**src/hdl/dnv_pkg.sv**
```systemverilog
package dnv_pkg;

  // Final status codes
  typedef enum logic [2:0] {
    ST_OK     = 3'd0,
    ST_EMPTY  = 3'd1,
    ST_LENGTH = 3'd2,
    ST_LABEL  = 3'd3,
    ST_CHAR   = 3'd4,
    ST_HYPHEN = 3'd5
  } status_t;

  localparam int unsigned LabelCntW = 7;
  localparam int unsigned NameCntW  = 9;

  localparam logic [7:0] ChDot    = 8'h2e;
  localparam logic [7:0] ChHyphen = 8'h2d;
  localparam logic [7:0] ChUpA    = 8'h41;
  localparam logic [7:0] ChUpZ    = 8'h5a;
  localparam logic [7:0] ChLoA    = 8'h61;
  localparam logic [7:0] ChLoZ    = 8'h7a;
  localparam logic [7:0] Ch0      = 8'h30;
  localparam logic [7:0] Ch9      = 8'h39;
  localparam logic [7:0] CaseBit  = 8'h20;

  // One result as held in the output and skid registers
  typedef struct packed {
    logic       emit_dot;
    logic       emit_char;
    logic [7:0] ch;
    logic       done;
    status_t    status;
  } result_t;

endpackage

```
**src/hdl/domain_name_validator.sv**
```systemverilog
// Channel  | handshake             | payload
// ---------+-----------------------+--------------------------------------------
// input    | in_valid / in_ready   | in_char[7:0], in_char_present, in_last
// result   | out_valid / out_ready | out_emit_dot, out_emit_char, out_char[7:0],
//          |                       | out_done_res, out_status[2:0]
//
// One item per cycle sustained while out_ready is high; each accepted item's
// result is registered, in the output or the skid register. All checks are a
// single pass of shallow compare/add logic from the accepted item and the scan
// state to the result. A skid register lets one more item in while a result
// waits; in_ready drops only while the skid register is full. Synchronous
// active-low reset clears the scan state and both result slots' valid flags.
module domain_name_validator import dnv_pkg::*; #(
  parameter int unsigned MAX_NAME_LEN  = 253,  // 1..510
  parameter int unsigned MAX_LABEL_LEN = 63    // 1..126
) (
  input  logic       clk,
  input  logic       rst_n,
  input  logic       in_valid,
  output logic       in_ready,
  input  logic [7:0] in_char,
  input  logic       in_char_present,
  input  logic       in_last,
  output logic       out_valid,
  input  logic       out_ready,
  output logic       out_emit_dot,
  output logic       out_emit_char,
  output logic [7:0] out_char,
  output logic       out_done_res,
  output logic [2:0] out_status
);

  localparam logic [NameCntW-1:0]  NameLimit  = NameCntW'(MAX_NAME_LEN);
  localparam logic [LabelCntW-1:0] LabelLimit = LabelCntW'(MAX_LABEL_LEN);
  localparam logic [NameCntW-1:0]  NameSat    = '1;
  localparam logic [LabelCntW-1:0] LabelSat   = '1;

  // scan state
  logic [LabelCntW-1:0] label_cnt_r, label_cnt_nxt;
  logic [NameCntW-1:0]  name_cnt_r,  name_cnt_nxt;
  logic [NameCntW-1:0]  held_dots_r, held_dots_nxt;
  logic                 prev_hyph_r, prev_hyph_nxt;
  status_t              fault_r,     fault_nxt;
  logic                 saw_r,       saw_nxt;

  // output + skid slots
  result_t out_r, out_nxt, skid_r, skid_nxt;
  logic    out_vld_r, out_vld_nxt, skid_vld_r, skid_vld_nxt;

  result_t res;
  logic    in_xfer, out_xfer;

  // per-item decode
  logic                 is_dot, is_up, is_lo, is_dig, is_hyph, char_ok;
  logic                 has_dots, prev_label_bad, dot_fault;
  logic [LabelCntW-1:0] label_base, label_upd;
  logic [NameCntW:0]    name_sum;
  logic [NameCntW:0]    held_sum;
  logic                 end_label_bad;

  assign in_ready = !skid_vld_r;
  assign in_xfer  = in_valid && in_ready;
  assign out_xfer = out_vld_r && out_ready;

  always_comb begin
    is_dot  = (in_char == ChDot);
    is_up   = (in_char >= ChUpA) && (in_char <= ChUpZ);
    is_lo   = (in_char >= ChLoA) && (in_char <= ChLoZ);
    is_dig  = (in_char >= Ch0) && (in_char <= Ch9);
    is_hyph = (in_char == ChHyphen);
    char_ok = is_up || is_lo || is_dig || is_hyph;

    has_dots       = (held_dots_r != '0);
    prev_label_bad = (label_cnt_r == '0) || (label_cnt_r > LabelLimit) || prev_hyph_r;
    // several held dots form an empty label
    dot_fault      = has_dots && (prev_label_bad || (held_dots_r > NameCntW'(1)));
    label_base     = has_dots ? '0 : label_cnt_r;
    label_upd      = (label_base == LabelSat) ? LabelSat : label_base + LabelCntW'(1);
    // held_dots + 1 + name, saturating; one top clamp covers both stages
    name_sum       = {1'b0, name_cnt_r} + {1'b0, held_dots_r} + (NameCntW+1)'(1);
    held_sum       = {1'b0, held_dots_r} + (NameCntW+1)'(1);

    label_cnt_nxt = label_cnt_r;
    name_cnt_nxt  = name_cnt_r;
    held_dots_nxt = held_dots_r;
    prev_hyph_nxt = prev_hyph_r;
    fault_nxt     = fault_r;
    saw_nxt       = saw_r;

    res        = '0;
    res.status = ST_OK;

    if (in_char_present) begin
      saw_nxt = 1'b1;
      if (is_dot) begin
        held_dots_nxt = held_sum[NameCntW] ? NameSat : held_sum[NameCntW-1:0];
      end else begin
        // first fault in byte order wins
        if (fault_r == ST_OK) begin
          if (dot_fault) begin
            fault_nxt = ST_LABEL;
          end else if (!char_ok) begin
            fault_nxt = ST_CHAR;
          end else if (is_hyph && (label_base == '0)) begin
            fault_nxt = ST_HYPHEN;
          end
        end
        name_cnt_nxt  = name_sum[NameCntW] ? NameSat : name_sum[NameCntW-1:0];
        held_dots_nxt = '0;
        label_cnt_nxt = label_upd;
        prev_hyph_nxt = is_hyph;
        res.emit_dot  = has_dots;
        res.emit_char = 1'b1;
        res.ch        = is_up ? (in_char | CaseBit) : in_char;
      end
    end

    end_label_bad = (label_cnt_nxt == '0) || (label_cnt_nxt > LabelLimit) || prev_hyph_nxt;

    if (in_last) begin
      res.done = 1'b1;
      if (!saw_nxt) begin
        res.status = ST_EMPTY;
      end else if ((name_cnt_nxt == '0) || (name_cnt_nxt > NameLimit)) begin
        res.status = ST_LENGTH;
      end else if (fault_nxt != ST_OK) begin
        res.status = fault_nxt;
      end else if (end_label_bad) begin
        res.status = ST_LABEL;
      end else begin
        res.status = ST_OK;
      end
      // fresh scan for the next name
      label_cnt_nxt = '0;
      name_cnt_nxt  = '0;
      held_dots_nxt = '0;
      prev_hyph_nxt = 1'b0;
      fault_nxt     = ST_OK;
      saw_nxt       = 1'b0;
    end
  end

  // output register with skid slot behind it
  always_comb begin
    out_nxt      = out_r;
    out_vld_nxt  = out_vld_r;
    skid_nxt     = skid_r;
    skid_vld_nxt = skid_vld_r;

    if (out_xfer || !out_vld_r) begin
      if (skid_vld_r) begin
        out_nxt      = skid_r;
        out_vld_nxt  = 1'b1;
        skid_vld_nxt = 1'b0;
        if (in_xfer) begin
          skid_nxt     = res;
          skid_vld_nxt = 1'b1;
        end
      end else begin
        out_nxt     = res;
        out_vld_nxt = in_xfer;
      end
    end else if (in_xfer) begin
      skid_nxt     = res;
      skid_vld_nxt = 1'b1;
    end
  end

  always_ff @(posedge clk) begin
    if (!rst_n) begin
      label_cnt_r <= '0;
      name_cnt_r  <= '0;
      held_dots_r <= '0;
      prev_hyph_r <= 1'b0;
      fault_r     <= ST_OK;
      saw_r       <= 1'b0;
      out_vld_r   <= 1'b0;
      skid_vld_r  <= 1'b0;
    end else begin
      if (in_xfer) begin
        label_cnt_r <= label_cnt_nxt;
        name_cnt_r  <= name_cnt_nxt;
        held_dots_r <= held_dots_nxt;
        prev_hyph_r <= prev_hyph_nxt;
        fault_r     <= fault_nxt;
        saw_r       <= saw_nxt;
      end
      out_vld_r  <= out_vld_nxt;
      skid_vld_r <= skid_vld_nxt;
    end
  end

  // payload, no reset
  always_ff @(posedge clk) begin
    out_r  <= out_nxt;
    skid_r <= skid_nxt;
  end

  assign out_valid     = out_vld_r;
  assign out_emit_dot  = out_r.emit_dot;
  assign out_emit_char = out_r.emit_char;
  assign out_char      = out_r.ch;
  assign out_done_res  = out_r.done;
  assign out_status    = out_r.status;

endmodule
```
**config.mk**
```make
export PLATFORM = sky130hd
export DESIGN_NAME = domain_name_validator
export DESIGN_NICKNAME = d
export VERILOG_FILES = /design/src/hdl/dnv_pkg.sv /design/src/hdl/domain_name_validator.sv
export SDC_FILE = /design/constraint.sdc
export NUM_CORES = 1
export LEC_CHECK = 0
export BUFFER_PORTS_ARGS = -buffer_cell sky130_fd_sc_hd__buf_2
export CORE_UTILIZATION = 48
export CTS_BUF_LIST = sky130_fd_sc_hd__clkbuf_16
export CTS_CLUSTER_DIAMETER = 120
export DETAILED_ROUTE_END_ITERATION = 10
export HOLD_SLACK_MARGIN = 0.03
export PLACE_DENSITY = 0.66
export SETUP_SLACK_MARGIN = 0.1
export SYNTH_ARGS = -nofsm -noshare
export SYNTH_HDL_FRONTEND = slang
export SYNTH_SLANG_ARGS = --single-unit
```
**constraint.sdc**
```tcl
create_clock -name clk -period 4.5 [get_ports clk]
set_input_delay 0.45 -clock clk [delete_from_list [all_inputs] [get_ports clk]]
set_output_delay 0.45 -clock clk [all_outputs]
set_load 0.03 [all_outputs]
```
# After elaboration in Yosys (flattened, before gate mapping)
# Index checks and enable logic that the tools add are counted.
# classes
addsub	4
n_lt_le_gt_ge	10
n_eq_ne	4
n_mux	42
n_reduce_logical	29
# op_table
cell	count
$mux 9	8
$mux 14	4
$mux 7	5
$mux 3	10
$logic_not 7->1	3
$mux 10	2
$eq 8x6->1 const B	2
$ge 8x7->1 const B	2
$le 8x7->1 const B	2
$gt 7x6->1 const B	2
$add 10x1->10 const B	1
$add 9x1->10 const B	1
$add 9x9->10	1
$logic_or 1x1->1	10
$mux 1	10
$gt 9x1->1 const B	1
$gt 9x8->1 const B	1
$logic_not 9->1	1
$reduce_bool 9->1	1
$ge 8x6->1 const B	1
$le 8x6->1 const B	1
$add 7x1->7 const B	1
$eq 7x7->1 const B	1
$logic_and 1x1->1	7
9 further kinds	11
# word_totals
regBits	60
input_bits	14
out_inout_bits	16
word_cells	107

# Logic depth before layout (Yosys ltp)
# logic_depth
word_depth	18
depth_mapped	15
ltp_nobuf	15

# Worst setup path after synthesis
# No wires, ideal clock.
# synth_path
kind	reg2reg
startpoint	register held_dots_r[1]
endpoint	register out_r, in the netlist out_status[1] (data pin)
arrival_ns	3.266
required_ns	4.335
path_slack_ns	1.069
path_stages_with_launch	16
n_path_buf	0
period_less_slack_ns	3.431
cell_sequence	dfxtp_1 > inv_1 > ha_1 > or4b_2 > nor2_2 > nand2_1 > inv_1 > ha_1 > and3_1 > nand3_1 > a2111o_1 > o211ai_1 > a31oi_1 > mux2_2 > o211a_1 > o31ai_2
# synth_via
elab_chain_len	16
elab_cells_between_ends	37
classes_between	add/sub (3); order compare (3); eq/ne (1); mux (19); reduce/logical (11)
# synth_rtl
item	line	text
start, declared	domain_name_validator.sv:41	logic [NameCntW-1:0] held_dots_r, held_dots_nxt;
start signal, assigned	domain_name_validator.sv:183	held_dots_r <= held_dots_nxt;
branches (longest 12 deep; another with $add 9x9->10)	-	
$mux 3 *	domain_name_validator.sv:124	end else if ((name_cnt_nxt == '0) || (name_cnt_nxt > NameLimit)) begin
$mux 3 *	domain_name_validator.sv:122	if (!saw_nxt) begin
$mux 4 *	domain_name_validator.sv:120	if (in_last) begin
$mux 14 *	domain_name_validator.sv:151	if (skid_vld_r) begin
end signal, assigned	domain_name_validator.sv:195	out_r <= out_nxt;
end, declared	domain_name_validator.sv:47	result_t out_r, out_nxt, skid_r, skid_nxt;
# Mark *: on every way between the ends.
# A chain may end at the register's enable or synchronous reset.

# Worst setup path in the final report
# Ends and elaborated chain as after synthesis.

==> flow_summary.yaml <==
critical_path:
  worstSetupPathType: "flip-flop to flip-flop"
  required_ns: 4.67
  cp.arrival_ns: 4.05
  worst-path-buf-inv: 2
  endpoint_kind: "flip-flop"
  cp-start-kind: "flip-flop"
  crit_fanout: 7
  path_cells: "inv_1, ha_1, or4b_2, nor2_2, nand2_1, inv_1, ha_1, and3_1, nand3_1, a2111o_1, o211ai_1, a31oi_1, mux2_2, o211a_1, o31ai_2"
  cp_slowest_cell: "or4b_2"
  cp_slowest_stage_delay_ns: 0.62
  path_delay_family: "simple AND/OR/NAND/NOR gates"
placed_design:
  gp_congestion: 0.843
  place_hpwl_mm: 6.66
  dp.cells: 535
  io_buffer_count: 29
  place_area_sq_mm: 0.00401
logic_synthesis:
  synthCells: 421
  synthXorXnorAreaFrac: 0.0185
  synth_edf_count: 28
  seq_area_frac_synth: 0.390
  synthAdderAreaFrac: 0.0514
  synth.top_cell.area_share: 0.222
  yosys-mux-area-fraction: 0.0264
  ys_types: 71
  synth_area_per_cell_sq_um: 9.01
  ys.warnings.count: 0
  async_flop_share: 0
  synth-simple-area-share: 0.224
  synth_top_cell_by_area: "edfxtp_1"
  synth_top_family_by_area: "compound AO/OA/AOI/OAI gates"
  yosys-top-cells-area: "edfxtp_1 22%, dfxtp_1 17%, o21ai_0 4.7%"
  synth_compound_area_frac: 0.257
  ys_ff_latch: 60
  yosys_most_used_dff: "dfxtp_1"
  syn_area_sq_mm: 0.00379
  synth_fp_nets: 450
floorplan:
  die_w_microns: 90.9
  floorplan.initialDensity: 0.494
  fp-row-count: 32
  chipHeight_microns: 90.9
  io_pins: 30
  core_area_sq_mm: 0.00769
  die_area_sq_mm: 0.00827
drt:
  routed-wl-met2_mm: 4.29
  drt_first_pass_iters: 8
  routed_via_density: 6.11
  drt-met1-wl_mm: 4.50
  routed_wl_mm: 9.39
  routed-wl-met3_microns: 506
  drt-initial-drc-count: 180
  antenna_left: 0
  drc_errors: 1
  vias: 3367
  topRoutingLayerUsed: "met4"
  wl_per_cell_microns: 17.0
power_and_ir_drop:
  p_total_uw: 1560
  peakVddDrop_mv: 0.292
  cellLeakagePower_uw: 0.00171
  power_density_mw_per_mm2: 359
cts:
  cts-buffers-inserted: 9
  hold_buffers: 0
  cts_num_sinks: 60
  cts_buffer_depth: 2
  cts_tree: "yes"
  clock_latency_ns: 0.33
  cts.clk_slew.worst_paths_ns: 0.05
  cts-htree-levels: 3
  post_cts_buffers: 0
  cts_resized: 0
  root_buffer: "clkbuf_16"
timing:
  min_period_ns: 3.89
  drv_slew: 0
  max_freq_mhz: 257
  tns_ns: 0
  hold_viol: 0
  holdWs_ns: 0.455
  tightest_slew_ns: 1.07
  setup_viol: 0
  rsz0062_at_grt: "false"
  maxSlewHeadroom: 0.282
  fin_worst_skew_ns: 0.00819
  timing.final.crit_share: 0.863
cells_and_area:
  layout_common_cells: "36 x o21ai_0, 34 x nor2_1, 32 x dfxtp_1"
  layoutNonFillerInstCount: 551
  fin_nets: 473
  n_antenna_cell: 0
  area_delta_synth_final_pct: 14.7
  mostFrequentLayoutCell: "o21ai_0"
  final_layout_size_suffix_gt1_frac: 0.174
  design_area_sq_mm: 0.00435
global_route:
  grt_usage: 0.239
  grt_pass1_wl_mm: 15.6
  antenna_found_initial: 0
  grt_overflow_total: 0
  first_global_vias: 3102
  grt_max_degree: 30
worst_hold_path:
  hp-class: "primary input to flip-flop"
status:
  outcome: "finished, violations left"
  violations: "design-rule violations"
run:
  maxCapViolCount: 0
## kinds of logic after synthesis
group,Yosys count
and+or+nand+nor,155
AOI/OAI and AO/OA,141
DFF,60
buffers and inverters,33
adders and majority gates,15
muxes,9
xor gates and xnor gates,8
## worst min-delay path, cell delays in order
cell      delay (ns)
buf_2           0.10
nor2_1          0.05
a21boi_0        0.14
## cells in the mapped netlist (6+ instances only)
master	instances
ha_1	14
nor3_1	11
nor2b_1	15
mux2_2	8
nor4_1	6
and2_1	8
inv_1	12
a21boi_0	10
dfxtp_1	32
edfxtp_1	28
nand2_1	29
nand3_1	10
o21bai_1	6
a21oi_1	26
nor2_1	34
o21ai_0	36
a31oi_1	6
o221a_2	6
clkbuf_1	17
## path summary, 6_finish.rpt
| check | from | cells after the start | slack, ns | endpoint |
|---|---|---|---|---|
| setup / recovery | held_dots_r[1] | 15 | 0.61 | out_status[1] |
| hold / removal | in_valid | 3 | 0.46 | out_valid |
| setup reg to reg | held_dots_r[1] | 15 | 0.61 | out_status[1] |
| hold reg to reg | saw_r | 2 | 0.47 | saw_r |
## through the flow
step | setup WS (ns) | util
after global routing | 0.387 | 0.566
after global placement | 0.819 | 0.522
after floorplan | 1.07 | -
after CTS | 0.667 | 0.566
final | 0.615 | 0.566
after detailed placement | 0.694 | 0.522
## registers in the layout, summed over array words and instances, names as in the netlist
name,flops
skid_r,14
saw_r,1
label_cnt_r,7
skid_vld_r,1
held_dots_r,9
out_done_res,1
out_status,3
fault_r,3
out_char,8
name_cnt_r,9
prev_hyph_r,1
out_emit_char,1
out_valid,1
out_emit_dot,1
## metal layers
layer,GRT usage,up-vias
li1,-,1642
met1,0.326,1611
met2,0.381,102
met3,0.0463,12
met4,0.0754,0
met5,0,-
## layout make-up
cell class,instances,area (sq um)
fillers,698,3340
multi-input cells,328,2190
flip-flops and latches,60,1480
clock buffers,9,225
repair buffers,31,160
well taps,102,128
clock inverters,7,115
inverters,14,52.6
## where the power goes
| part | switching (uW) | internal, uW | leakage, uW | total, uW |
|---|---|---|---|---|
| Combinational | 111 | 61.2 | 0.00101 | 172 |
| Clock | 247 | 538 | 0.000163 | 785 |
| Sequential | 12.0 | 595 | 0.000542 | 607 |
| Total | 370 | 1190 | 0.00171 | 1560 |
Power figures use the tool's default switching activity.
